## src/sv/clis_pkg.sv

```systemverilog
// shared constants and types for the centered integer line scaler
`default_nettype none

package clis_pkg;

   localparam int unsigned DEF_PANEL_WIDTH  = 1024;
   localparam int unsigned DEF_PANEL_HEIGHT = 600;

   localparam int unsigned FRAME_DIM_W = 10;
   localparam int unsigned SCALE_W     = 2;
   localparam int unsigned AREA_W      = 2 * FRAME_DIM_W;
   localparam int unsigned SRC_ADDR_W  = 18;

   localparam int unsigned CSR_DATA_W = 32;
   localparam int unsigned CSR_ADDR_W = 4;

   typedef enum logic [1:0] {
      REG_FRAME_WIDTH  = 2'd0,
      REG_FRAME_HEIGHT = 2'd1,
      REG_SCALE        = 2'd2
   } reg_index_type;

   localparam logic [FRAME_DIM_W-1:0] RST_FRAME_WIDTH  = 10'd256;
   localparam logic [FRAME_DIM_W-1:0] RST_FRAME_HEIGHT = 10'd224;
   localparam logic [SCALE_W-1:0]     RST_SCALE        = 2'd1;

   localparam logic [SCALE_W-1:0] SCALE_ONE   = 2'd1;
   localparam logic [SCALE_W-1:0] SCALE_TWO   = 2'd2;
   localparam logic [SCALE_W-1:0] SCALE_THREE = 2'd3;

endpackage

`default_nettype wire

```

## src/sv/clis_if.sv

```systemverilog
// valid/ready channel interfaces for line events and scan-out results
`default_nettype none

interface clis_req_if import clis_pkg::*; ();
   logic valid;
   logic ready;
   logic mode;
   logic restart;

   modport source (output valid, output mode, output restart, input ready);
   modport sink (input valid, input mode, input restart, output ready);
endinterface

interface clis_rsp_if import clis_pkg::*; ();
   logic                  valid;
   logic                  ready;
   logic                  show_source;
   logic [SRC_ADDR_W-1:0] src_addr;
   logic                  line_end;
   logic                  frame_done;

   modport source (
      output valid, output show_source, output src_addr, output line_end,
      output frame_done, input ready
   );
   modport sink (
      input valid, input show_source, input src_addr, input line_end,
      input frame_done, output ready
   );
endinterface

`default_nettype wire

```

## src/sv/centered_integer_line_scaler.sv

```systemverilog
// centered integer line scaler: scan-out address generator with letterboxing
//
// req_chan carries one transaction per panel event: mode 0 is a pixel tick,
// mode 1 a line start (restart with it rescans from the second line).
// rsp_chan returns one transaction per request: show_source/src_addr give
// the framebuffer pixel to show or black, line_end marks the last tick of a
// panel line and frame_done the line start that closes a frame.
// csr_* is an APB-style port with frame_width at 0x0, frame_height at 0x4
// and scale at 0x8; pready is always high.
// The response is valid in the cycle after a request is accepted and
// throughput is one transaction per cycle while req ready is high; the
// single response register sets both. Margins, offsets and run width come
// from a 3-stage pipeline on the registers; after reset and any mapped
// register write req ready is low while it settles and the line pointer reloads.
// Reset is synchronous: registers return to 256x224 at scale 1, line and
// pixel counters clear and the response register empties.
// When the receiver stalls, the response holds and req ready drops until it
// is taken.
`default_nettype none

module centered_integer_line_scaler import clis_pkg::*; #(
   parameter int unsigned PANEL_WIDTH  = DEF_PANEL_WIDTH,
   parameter int unsigned PANEL_HEIGHT = DEF_PANEL_HEIGHT
) (
   input  wire logic                  clock,
   input  wire logic                  reset,
   clis_req_if.sink                   req_chan,
   clis_rsp_if.source                 rsp_chan,
   input  wire logic                  csr_psel,
   input  wire logic                  csr_penable,
   input  wire logic                  csr_pwrite,
   input  wire logic [CSR_ADDR_W-1:0] csr_paddr,
   input  wire logic [CSR_DATA_W-1:0] csr_pwdata,
   output logic      [CSR_DATA_W-1:0] csr_prdata,
   output logic                       csr_pready
);

   localparam int unsigned PX_W   = $clog2(PANEL_WIDTH);
   localparam int unsigned LD_W   = $clog2(PANEL_HEIGHT + 1);
   localparam int unsigned DV_W   = $clog2(PANEL_WIDTH + PANEL_HEIGHT
                                           + (3 << FRAME_DIM_W)) + 1;
   localparam int unsigned OFS_W  = $clog2(2 * PANEL_HEIGHT + (2 << FRAME_DIM_W))
                                    + FRAME_DIM_W + 1;
   localparam int unsigned SETTLE = 4;
   localparam int unsigned CNT_W  = $clog2(SETTLE + 1);

   localparam int unsigned H_LIM1 = PANEL_HEIGHT;
   localparam int unsigned H_LIM2 = PANEL_HEIGHT / 2;
   localparam int unsigned H_LIM3 = PANEL_HEIGHT / 3;
   localparam int unsigned W_LIM1 = PANEL_WIDTH;
   localparam int unsigned W_LIM2 = PANEL_WIDTH / 2;
   localparam int unsigned W_LIM3 = PANEL_WIDTH / 3;

   localparam int unsigned RECIP3   = 21846;
   localparam int unsigned RECIP_SH = 16;

   function automatic logic signed [DV_W-1:0] half_trunc(
      input logic signed [DV_W-1:0] x
   );
      logic [DV_W-1:0] m;
      logic [DV_W-1:0] q;
      m = x[DV_W-1] ? $unsigned(-x) : $unsigned(x);
      q = m >> 1;
      return x[DV_W-1] ? -$signed(q) : $signed(q);
   endfunction

   function automatic logic signed [DV_W-1:0] div_scale(
      input logic signed [DV_W-1:0] x,
      input logic [SCALE_W-1:0]     s
   );
      logic [DV_W-1:0] m;
      logic [DV_W-1:0] q;
      m = x[DV_W-1] ? $unsigned(-x) : $unsigned(x);
      unique case (s)
         SCALE_TWO:   q = m >> 1;
         SCALE_THREE: q = DV_W'((32'(m) * RECIP3) >> RECIP_SH);
         default:     q = m;
      endcase
      return x[DV_W-1] ? -$signed(q) : $signed(q);
   endfunction

   function automatic logic [LD_W-1:0] height_limit(input logic [SCALE_W-1:0] s);
      logic [LD_W-1:0] lim;
      unique case (s)
         SCALE_TWO:   lim = LD_W'(H_LIM2);
         SCALE_THREE: lim = LD_W'(H_LIM3);
         default:     lim = LD_W'(H_LIM1);
      endcase
      return lim;
   endfunction

   function automatic logic [FRAME_DIM_W-1:0] width_limit(input logic [SCALE_W-1:0] s);
      logic [FRAME_DIM_W-1:0] lim;
      unique case (s)
         SCALE_TWO:   lim = FRAME_DIM_W'(W_LIM2);
         SCALE_THREE: lim = FRAME_DIM_W'(W_LIM3);
         default:     lim = FRAME_DIM_W'(W_LIM1);
      endcase
      return lim;
   endfunction

   // configuration registers
   logic [FRAME_DIM_W-1:0] frame_width_ff;
   logic [FRAME_DIM_W-1:0] frame_height_ff;
   logic [SCALE_W-1:0]     scale_ff;
   logic [SCALE_W-1:0]     s_eff;
   logic                   csr_write;
   logic                   csr_hit;
   reg_index_type          csr_index;

   // derivation pipeline
   logic [FRAME_DIM_W+1:0]          ws;
   logic [FRAME_DIM_W+1:0]          hs;
   logic signed [DV_W-1:0]          mx_raw;
   logic signed [DV_W-1:0]          my_raw;
   logic signed [DV_W-1:0]          mx_ff;
   logic signed [DV_W-1:0]          my_ff;
   logic [AREA_W-1:0]               area_ff;
   logic signed [DV_W-1:0]          qmx_ff;
   logic signed [DV_W-1:0]          qmy_ff;
   logic signed [DV_W+FRAME_DIM_W:0] prod_my;
   logic signed [OFS_W-1:0]         start_offset_ff;
   logic [PX_W-1:0]                 left_margin_ff;
   logic [FRAME_DIM_W-1:0]          run_width_ff;
   logic [CNT_W-1:0]                settle_cnt_ff;
   logic                            settle_load;

   // scan state
   logic signed [OFS_W-1:0] next_line_src_ff, next_line_src_in;
   logic [SRC_ADDR_W-1:0]   line_base_ff, line_base_in;
   logic                    line_visible_ff, line_visible_in;
   logic [LD_W-1:0]         lines_done_ff, lines_done_in;
   logic [PX_W-1:0]         pixel_x_ff, pixel_x_in;
   logic [1:0]              repeat_count_ff, repeat_count_in;
   logic [FRAME_DIM_W-1:0]  column_ff, column_in;

   logic signed [OFS_W-1:0] width_ext;
   logic signed [OFS_W-1:0] area_ext;
   logic signed [OFS_W-1:0] nls_sel;
   logic [LD_W-1:0]         ld_sel;
   logic [LD_W-1:0]         ld_inc;
   logic                    pix_vis;
   logic                    pix_last;
   logic [1:0]              rep_inc;

   // response register
   logic                  req_fire;
   logic                  rsp_valid_ff;
   logic                  show_ff, show_in;
   logic [SRC_ADDR_W-1:0] addr_ff, addr_in;
   logic                  lend_ff, lend_in;
   logic                  fdone_ff, fdone_in;

   assign s_eff     = (scale_ff == '0) ? SCALE_ONE : scale_ff;
   assign csr_write = csr_psel && csr_penable && csr_pwrite && csr_pready;
   assign csr_index = reg_index_type'(csr_paddr[CSR_ADDR_W-1:2]);
   assign csr_pready = 1'b1;

   always_comb begin
      unique case (csr_index)
         REG_FRAME_WIDTH: begin
            csr_hit    = 1'b1;
            csr_prdata = CSR_DATA_W'(frame_width_ff);
         end
         REG_FRAME_HEIGHT: begin
            csr_hit    = 1'b1;
            csr_prdata = CSR_DATA_W'(frame_height_ff);
         end
         REG_SCALE: begin
            csr_hit    = 1'b1;
            csr_prdata = CSR_DATA_W'(scale_ff);
         end
         default: begin
            csr_hit    = 1'b0;
            csr_prdata = '0;
         end
      endcase
   end

   // margins from panel minus scaled frame, halved toward zero
   always_comb begin
      ws      = (FRAME_DIM_W + 2)'(frame_width_ff) * (FRAME_DIM_W + 2)'(s_eff);
      hs      = (FRAME_DIM_W + 2)'(frame_height_ff) * (FRAME_DIM_W + 2)'(s_eff);
      mx_raw  = $signed(DV_W'(PANEL_WIDTH)) - $signed(DV_W'(ws));
      my_raw  = $signed(DV_W'(PANEL_HEIGHT)) - $signed(DV_W'(hs));
      prod_my = qmy_ff * $signed({1'b0, frame_width_ff});
   end

   always_ff @(posedge clock) begin
      mx_ff   <= half_trunc(mx_raw);
      my_ff   <= half_trunc(my_raw);
      area_ff <= AREA_W'(frame_width_ff) * AREA_W'(frame_height_ff);
      qmx_ff  <= div_scale(mx_ff, s_eff);
      qmy_ff  <= div_scale(-my_ff, s_eff);
      start_offset_ff <= OFS_W'(prod_my) - (mx_ff[DV_W-1] ? OFS_W'(qmx_ff) : '0);
      left_margin_ff  <= mx_ff[DV_W-1] ? '0 : mx_ff[PX_W-1:0];
      run_width_ff    <= mx_ff[DV_W-1] ? width_limit(s_eff) : frame_width_ff;
   end

   assign settle_load = (settle_cnt_ff == CNT_W'(1));
   assign req_fire    = req_chan.valid && req_chan.ready;
   assign req_chan.ready = (settle_cnt_ff == '0) && (!rsp_valid_ff || rsp_chan.ready);

   always_comb begin
      width_ext = $signed(OFS_W'({1'b0, frame_width_ff}));
      area_ext  = $signed(OFS_W'({1'b0, area_ff}));
      nls_sel   = req_chan.restart ? start_offset_ff + width_ext : next_line_src_ff;
      ld_sel    = req_chan.restart ? LD_W'(1) : lines_done_ff;
      ld_inc    = LD_W'(ld_sel + 1'b1);
      pix_vis   = line_visible_ff && (pixel_x_ff >= left_margin_ff)
                  && (column_ff < run_width_ff);
      pix_last  = (pixel_x_ff >= PX_W'(PANEL_WIDTH - 1));
      rep_inc   = 2'(repeat_count_ff + 1'b1);

      next_line_src_in = next_line_src_ff;
      line_base_in     = line_base_ff;
      line_visible_in  = line_visible_ff;
      lines_done_in    = lines_done_ff;
      pixel_x_in       = pixel_x_ff;
      repeat_count_in  = repeat_count_ff;
      column_in        = column_ff;
      show_in          = 1'b0;
      addr_in          = '0;
      lend_in          = 1'b0;
      fdone_in         = 1'b0;

      if (req_chan.mode) begin
         line_visible_in = !nls_sel[OFS_W-1] && (nls_sel < area_ext);
         line_base_in    = nls_sel[SRC_ADDR_W-1:0];
         pixel_x_in      = '0;
         repeat_count_in = '0;
         column_in       = '0;
         if (ld_inc >= height_limit(s_eff)) begin
            lines_done_in    = '0;
            next_line_src_in = start_offset_ff;
            fdone_in         = 1'b1;
         end else begin
            lines_done_in    = ld_inc;
            next_line_src_in = nls_sel + width_ext;
         end
      end else begin
         if (pix_vis) begin
            show_in = 1'b1;
            addr_in = SRC_ADDR_W'(line_base_ff + SRC_ADDR_W'(column_ff));
            if (rep_inc >= s_eff) begin
               repeat_count_in = '0;
               column_in       = FRAME_DIM_W'(column_ff + 1'b1);
            end else begin
               repeat_count_in = rep_inc;
            end
         end
         if (pix_last) begin
            lend_in         = 1'b1;
            pixel_x_in      = '0;
            repeat_count_in = '0;
            column_in       = '0;
         end else begin
            pixel_x_in = PX_W'(pixel_x_ff + 1'b1);
         end
      end
   end

   always_ff @(posedge clock) begin
      if (reset) begin
         frame_width_ff  <= RST_FRAME_WIDTH;
         frame_height_ff <= RST_FRAME_HEIGHT;
         scale_ff        <= RST_SCALE;
         settle_cnt_ff   <= CNT_W'(SETTLE);
         rsp_valid_ff    <= 1'b0;
         line_visible_ff <= 1'b0;
         lines_done_ff   <= '0;
         pixel_x_ff      <= '0;
         repeat_count_ff <= '0;
         column_ff       <= '0;
      end else begin
         if (csr_write) begin
            unique case (csr_index)
               REG_FRAME_WIDTH:  frame_width_ff  <= csr_pwdata[FRAME_DIM_W-1:0];
               REG_FRAME_HEIGHT: frame_height_ff <= csr_pwdata[FRAME_DIM_W-1:0];
               REG_SCALE:        scale_ff        <= csr_pwdata[SCALE_W-1:0];
               default: ;
            endcase
         end
         if (csr_write && csr_hit) begin
            settle_cnt_ff <= CNT_W'(SETTLE);
         end else if (settle_cnt_ff != '0) begin
            settle_cnt_ff <= CNT_W'(settle_cnt_ff - 1'b1);
         end
         if (req_fire) begin
            rsp_valid_ff    <= 1'b1;
            line_visible_ff <= line_visible_in;
            lines_done_ff   <= lines_done_in;
            pixel_x_ff      <= pixel_x_in;
            repeat_count_ff <= repeat_count_in;
            column_ff       <= column_in;
         end else if (rsp_chan.ready) begin
            rsp_valid_ff <= 1'b0;
         end
      end
   end

   always_ff @(posedge clock) begin
      if (settle_load) begin
         next_line_src_ff <= start_offset_ff;
      end else if (req_fire) begin
         next_line_src_ff <= next_line_src_in;
      end
      if (req_fire) begin
         line_base_ff <= line_base_in;
         show_ff      <= show_in;
         addr_ff      <= addr_in;
         lend_ff      <= lend_in;
         fdone_ff     <= fdone_in;
      end
   end

   assign rsp_chan.valid       = rsp_valid_ff;
   assign rsp_chan.show_source = show_ff;
   assign rsp_chan.src_addr    = addr_ff;
   assign rsp_chan.line_end    = lend_ff;
   assign rsp_chan.frame_done  = fdone_ff;

   a_no_accept_while_settling: assert property (
      @(posedge clock) disable iff (reset)
      (settle_cnt_ff != '0) |-> !req_chan.ready
   ) else $error("request accepted while derived values settle");

   a_response_follows_accept: assert property (
      @(posedge clock) disable iff (reset)
      req_fire |=> rsp_chan.valid
   ) else $error("accepted transaction produced no response");

   a_pixel_wraps_at_line_end: assert property (
      @(posedge clock) disable iff (reset)
      (req_fire && !req_chan.mode && pix_last) |=> (pixel_x_ff == '0)
   ) else $error("pixel counter did not wrap at panel line end");

   a_frame_done_is_black: assert property (
      @(posedge clock) disable iff (reset)
      (rsp_chan.valid && rsp_chan.frame_done) |-> (!rsp_chan.show_source && !rsp_chan.line_end)
   ) else $error("frame end flagged on a pixel response");

endmodule

`default_nettype wire
```

## src/flat_wrapper.sv

```systemverilog
// flat-port wrapper written by rule: the top's interface ports become plain ports
module centered_integer_line_scaler_flat import clis_pkg::*;
#(
   parameter int unsigned PANEL_WIDTH  = DEF_PANEL_WIDTH,
   parameter int unsigned PANEL_HEIGHT = DEF_PANEL_HEIGHT
)
  (clock, reset, csr_psel, csr_penable, csr_pwrite, csr_paddr, csr_pwdata, csr_prdata, csr_pready, req_chan_valid, req_chan_mode, req_chan_restart, req_chan_ready, rsp_chan_valid, rsp_chan_show_source, rsp_chan_src_addr, rsp_chan_line_end, rsp_chan_frame_done, rsp_chan_ready);
  clis_req_if req_chan_i ();
  clis_rsp_if rsp_chan_i ();
  input  wire logic clock;
  input  wire logic reset;
  input  wire logic csr_psel;
  input  wire logic csr_penable;
  input  wire logic csr_pwrite;
  input  wire logic [CSR_ADDR_W-1:0] csr_paddr;
  input  wire logic [CSR_DATA_W-1:0] csr_pwdata;
  output logic      [CSR_DATA_W-1:0] csr_prdata;
  output logic csr_pready;
  input wire logic [$bits(req_chan_i.valid)-1:0] req_chan_valid;
  input wire logic [$bits(req_chan_i.mode)-1:0] req_chan_mode;
  input wire logic [$bits(req_chan_i.restart)-1:0] req_chan_restart;
  output wire logic [$bits(req_chan_i.ready)-1:0] req_chan_ready;
  output wire logic [$bits(rsp_chan_i.valid)-1:0] rsp_chan_valid;
  output wire logic [$bits(rsp_chan_i.show_source)-1:0] rsp_chan_show_source;
  output wire logic [$bits(rsp_chan_i.src_addr)-1:0] rsp_chan_src_addr;
  output wire logic [$bits(rsp_chan_i.line_end)-1:0] rsp_chan_line_end;
  output wire logic [$bits(rsp_chan_i.frame_done)-1:0] rsp_chan_frame_done;
  input wire logic [$bits(rsp_chan_i.ready)-1:0] rsp_chan_ready;
  assign req_chan_i.valid = req_chan_valid;
  assign req_chan_i.mode = req_chan_mode;
  assign req_chan_i.restart = req_chan_restart;
  assign req_chan_ready = req_chan_i.ready;
  assign rsp_chan_valid = rsp_chan_i.valid;
  assign rsp_chan_show_source = rsp_chan_i.show_source;
  assign rsp_chan_src_addr = rsp_chan_i.src_addr;
  assign rsp_chan_line_end = rsp_chan_i.line_end;
  assign rsp_chan_frame_done = rsp_chan_i.frame_done;
  assign rsp_chan_i.ready = rsp_chan_ready;
  centered_integer_line_scaler #(.PANEL_WIDTH(PANEL_WIDTH), .PANEL_HEIGHT(PANEL_HEIGHT)) u_core (.clock(clock), .reset(reset), .req_chan(req_chan_i), .rsp_chan(rsp_chan_i), .csr_psel(csr_psel), .csr_penable(csr_penable), .csr_pwrite(csr_pwrite), .csr_paddr(csr_paddr), .csr_pwdata(csr_pwdata), .csr_prdata(csr_prdata), .csr_pready(csr_pready));
endmodule
```

## config.mk

```make
export PLATFORM = sky130hd
export DESIGN_NAME = centered_integer_line_scaler_flat
export DESIGN_NICKNAME = d
export VERILOG_FILES = /design/src/sv/clis_pkg.sv /design/src/sv/clis_if.sv /design/src/sv/centered_integer_line_scaler.sv /design/src/flat_wrapper.sv
export SDC_FILE = /design/constraint.sdc
export NUM_CORES = 2
export LEC_CHECK = 0
export BUFFER_PORTS_ARGS = -buffer_cell sky130_fd_sc_hd__buf_2
export CAP_MARGIN = 40
export CORE_MARGIN = 3
export CORE_UTILIZATION = 45
export CTS_BUF_LIST = sky130_fd_sc_hd__clkbuf_8
export DETAILED_ROUTE_END_ITERATION = 8
export REMOVE_ABC_BUFFERS = 1
export SLEW_MARGIN = 20
export SYNTH_ARGS = -nofsm -noshare
export SYNTH_HDL_FRONTEND = slang
export SYNTH_SLANG_ARGS = --single-unit
```

## constraint.sdc

```tcl
create_clock -name clock -period 18.8 [get_ports clock]
set_input_delay 1.88 -clock clock [delete_from_list [all_inputs] [get_ports clock]]
set_output_delay 1.88 -clock clock [all_outputs]
set_load 0.02 [all_outputs]
```

; ---- Yosys cells after proc, flatten, opt, wreduce, memory -nomap -nowiden
; Cells that the tools add are included.
[word_totals]
ff_bits = 240
input_bits = 45
out_inout_bits = 56
wordCells = 134
[classes]
n_addsub = 20
multipliers = 6
order_cmp = 6
n_eq_ne = 5
n_mux = 40
bitwise = 1
n_reduce_logical = 30
[op_table]
columns = cell, count
row1 = $mux W23, 6
row2 = $mux W10, 10
row3 = $neg A14 Y14, 7
row4 = $mux W14, 6
row5 = $mul A14 B14 Y28 const B, 2
row6 = $pmux W14 S2, 2
row7 = $add A23 B11 Y23, 2
row8 = $pmux W10 S2, 2
row9 = $add A10 B1 Y10 const B, 3
row10 = $pmux W10 S3, 1
row11 = $neg A13 Y14, 2
row12 = $mux W13, 2
row13 = $mul A10 B2 Y12, 2
row14 = $lt A23 B21 Y1, 1
row15 = $mul A14 B11 Y23, 1
row16 = $sub A23 B23 Y23, 1
row17 = $ge A10 B10 Y1, 2
row18 = $mul A10 B10 Y20, 1
row19 = $add A18 B10 Y18, 1
row20 = $sub A10 B12 Y13 const A, 1
row21 = $sub A11 B12 Y13 const A, 1
row22 = $reduce_and A2 Y1, 6
row23 = $ge A10 B10 Y1 const B, 1
row24 = $lt A10 B10 Y1, 1
row25 = 19 further kinds, 44

; ---- Logic depth before layout (Yosys ltp)
[depth]
ltp_word = 10
ltp_mapped = 34
mapped_depth_nobuf = 32

; ---- Least setup slack after synthesis
; No wires, ideal clock.
[synth_timing]
path_kind = reg-to-reg
start = reg u_core.my_ff[0]
end = reg u_core.qmy_ff[13]
setup_ns = 0.072
arrival_ns = 7.458
required_time_ns = 18.728
setup_slack_ns = 11.270
path_stages_with_launch = 33
path_buffers = 2
synth_period_minus_slack_ns = 7.530
cell_sequence = dfxtp_1 > buf_2 > inv_1 > ha_1 > buf_2 > nor4b_4 > and4_1 > o31ai_1 > nand2_1 > xor2_1 > inv_1 > ha_1 > ha_1 > inv_1 > fa_1 > inv_1 > fa_1 > fa_1 > inv_1 > fa_1 > inv_1 > ha_1 > and4_1 > and3_1 > a22oi_1 > a2111oi_1 > o32ai_1 > o21bai_2 > a21oi_1 > xnor2_1 > a221oi_1 > nand4b_1 > mux2i_1
[synth_between]
elab_chain_cells = 7
[synth_rtl]
columns = element, line
row1 = start: declaration, centered_integer_line_scaler.sv:117  ; logic signed [DV_W-1:0] my_ff;
row2 = start signal: assignment, centered_integer_line_scaler.sv:191  ; my_ff <= half_trunc(my_raw);
row3 = $neg A14 Y14 *, centered_integer_line_scaler.sv:194  ; qmy_ff <= div_scale(-my_ff, s_eff);
row4 = $neg A14 Y14, centered_integer_line_scaler.sv:73  ; m = x[DV_W-1] ? $unsigned(-x) : $unsigned(x);
row5 = $mux W14, centered_integer_line_scaler.sv:73
row6 = $mul A14 B14 Y28, centered_integer_line_scaler.sv:76  ; SCALE_THREE: q = DV_W'((32'(m) * RECIP3) >> RECIP_SH);
row7 = $pmux W14 S2, centered_integer_line_scaler.sv:74  ; unique case (s)
row8 = $neg A14 Y14, centered_integer_line_scaler.sv:79  ; return x[DV_W-1] ? -$signed(q) : $signed(q);
row9 = $mux W14 *, centered_integer_line_scaler.sv:79
row10 = end signal: assignment, centered_integer_line_scaler.sv:194
row11 = end: declaration, centered_integer_line_scaler.sv:120  ; logic signed [DV_W-1:0] qmy_ff;
; Every way passes the cells marked *; elsewhere a longest branch is shown, timed or not.
; A chain may end at the register's enable or synchronous reset.

; ---- Worst setup path in the final report
; Ends and elaborated chain as after synthesis.

==> flow_summary.yaml <==
routing:
  drt_pass1_iterations: 7
  dr.first_iter.drc_count: 1172
  via_per_inst: 5.24
  drc: 0
  routed_wl_um: 71200
  wl_per_cell_um: 16.1
  ant_nets: 0
  vias: 23155
sta:
  slew_headroom_pct: 41.3
  rsz0062_at_grt: "no"
  finalSetupViolations: 0
  fmax_ghz: 0.115
  final_max_slew_viol_count: 0
  hold_viol: 0
  period_minus_slack_ps: 8710
  fin_setup_tns_ps: 0
  worst_pin_slew_ps: 881
  skew_ps: 47.1
  min_period_over_period_pct: 46.3
grt:
  grt_pass1_vias: 23677
  grt_max_degree: 60
  track_usage_pct: 20.8
  antenna_found_initial: 4
  grt_pass1_wl_um: 121000
  grt-ovfl-total: 0
clocking:
  hold_buffers: 0
  cts.sinks: 240
  h-tree-depth: 2
  numCtsBuffers: 45
  clockBufferDepth: 3
  cts_resized: 0
  clkLatencyLatePin_ps: 620
  post-cts-setup-buffers: 0
  path_clk_slew_ps: 70
  cts.root.buffer_cell: "clkbuf_8"
  cts_tree: "yes"
worst_setup_path:
  critPathMaxFanout: 14
  cp-end-kind: "flop"
  ff2ff_setup_slack_ps: 10090
  startpoint_type: "flop"
  crit_slowest_cell: "xnor2_2"
  crit_type: "reg -> reg"
  crit_path_max_incr_delay_ps: 570
  worst_ep_required_time_ps: 19330
  crit_arrival_ps: 9240
  cpMostUsedCell: "inv_1"
synth:
  synth_top_area_share_pct: 20.4
  synth_common_cells: "inv_1 (521), ha_1 (429), nand2_1 (356), fa_1 (314), nor2_1 (197)"
  synth_area_mm2: 0.0309
  synth_simple_gate_area_share_pct: 15.9
  yosysTopAreaCell: "fa_1"
  muxShareOfSynthArea_pct: 1.78
  synth_compound_area_share_pct: 11.3
  synth_top_family_by_area: "adder cells"
  synth_edf_count: 62
  synth_area_leaders: "fa_1 (20%), ha_1 (17%), dfxtp_1 (12%), inv_1 (6.3%), edfxtp_1 (6.0%)"
  synth.avg_cell_area_um2: 8.86
  async_reset_ff_share_pct: 0
  synth-xor-area-share_pct: 7.20
  synth_most_common_cell: "inv_1"
  synth_fa_ha_area_share_pct: 37.7
  yosys_register_bits: 240
  synthFlopType: "dfxtp_1"
  ys_warn_count: 0
  yosys.cell_types.count: 99
  syn_inst: 3486
  yosysSeqAreaShare_pct: 17.6
pwr:
  vdd_drop_max_mv: 0.149
  power.total_mw: 3.61
  p_per_area_mw_per_mm2: 109
  p_leak_nw: 15.6
floorplanning:
  core_mm2: 0.0675
  dieArea_mm2: 0.0718
  pin_count: 101
  die_x_um: 268
  start_util_pct: 45.7
  num_rows: 95
  fp.dieH_um: 268
finish:
  areaGrowthSynthToFinish_pct: 7.00
  layout.nets: 4300
  drive_gt1_share_pct: 6.68
place:
  place.gp.congestion: 0.861
  dp_hpwl_um: 56700
  io_buffers: 53
hold_path:
  hp-class: "reg -> reg"
flow_run:
  cap_viol_max_count: 0
outcome:
  outcome: "finished clean"
-- routing by layer --
metal	track usage [%]	wire, um	up-vias
met3	2.99	3180	88
met1	29.3	34700	11179
met2	34.4	32300	375
met4	3.91	1120	0
met5	0	0	-
li1	-	-	11513
-- registers in the layout (all words and copies together), names as in the netlist, 14 cells and up --
name,cells
u_core.start_offset_ff,23
u_core.qmy_ff,14
u_core.line_base_ff,18
u_core.area_ff,20
u_core.my_ff,14
u_core.qmx_ff,14
u_core.rsp_chan.src_addr,18
u_core.next_line_src_ff,23
u_core.mx_ff,14
-- per-stage QoR --
step | util (%) | worst slack [ps] | cell area, um^2 | hold WS [ps] | std cells
2_1_floorplan | - | 11240 | 30300 | 421 | 3364
3_3_place_gp | 47.3 | 10070 | 32000 | 437 | 4327
3_5_place_dp | 47.4 | 10220 | 32000 | 441 | 4334
4_1_cts | 48.9 | 10140 | 33000 | 451 | 4416
5_1_grt | 48.9 | 9570 | 33000 | 479 | 4421
6_report | 48.9 | 10090 | 33000 | 449 | 4421
-- cell usage in the layout (no fill, tap or decap), types with 8 or more instances in the layout --
cell	instances
a211o_1	10
a211oi_1	17
a21boi_0	8
a21o_1	44
a21oi_1	154
a31oi_1	24
and2_1	128
and3_1	22
buf_2	55
buf_4	41
clkbuf_8	55
conb_1	23
dfxtp_1	176
edfxtp_1	62
fa_1	314
ha_1	429
inv_1	533
mux2_2	12
mux2i_1	40
nand2_1	356
nand2b_1	26
nand3_1	55
nand4_1	17
nor2_1	197
nor2b_1	41
nor3_1	47
nor4_1	9
o211ai_1	16
o21a_1	21
o21ai_0	94
o21ai_1	20
o21bai_1	17
o221ai_1	8
o22ai_1	11
o31ai_1	20
or2_2	11
or3_1	26
or4_1	9
xnor2_1	163
xor2_1	87
-- worst paths after layout --
path	startpoint	endpoint	depth (start not counted)
min reg2reg	u_core.lines_done_ff[5]$_SDFFE_PP0P_	u_core.lines_done_ff[5]$_SDFFE_PP0P_	2
max reg2reg	u_core.my_ff[0]$_DFF_P_	u_core.qmy_ff[13]$_DFF_P_	28
max	u_core.my_ff[0]$_DFF_P_	u_core.qmy_ff[13]$_DFF_P_	28
min	u_core.lines_done_ff[5]$_SDFFE_PP0P_	u_core.lines_done_ff[5]$_SDFFE_PP0P_	2
-- logic make-up after synthesis --
kind of cell,Yosys count
xor+xnor,252
flops,240
simple gates,993
fa+ha+maj,743
other cells,2
mux,53
buf+inv,670
compound gates,533
-- cell type report --
type / instances / area [um^2]
Antenna cell: 1 / 2.50
Clock buffer: 55 / 757
Clock inverter: 27 / 211
Fill cell: 6572 / 34500
Inverter: 527 / 1980
Multi-Input combinational cell: 2597 / 22900
Sequential cell: 240 / 5430
Tap cell: 873 / 1090
Timing Repair Buffer: 101 / 652
-- power by group --
group	switching (mW)	internal (mW)	total (mW)
Sequential	0.0700	0.611	0.681
Clock	0.239	0.307	0.546
Combinational	1.40	0.986	2.38
Total	1.71	1.91	3.61
-- worst max-delay path, delay by kind of cell (launching register included) --
| kind | cells | cell delay [ps] |
|---|---|---|
| AOI/OAI and AO/OA | 7 | 1970 |
| xor gates and xnor gates | 3 | 1180 |
| adders and majority gates | 7 | 3070 |
| buffers and inverters | 5 | 420 |
| DFF | 1 | 530 |
| muxes | 1 | 180 |
| and+or+nand+nor | 5 | 1300 |
Power figures use the tool's default switching activity.
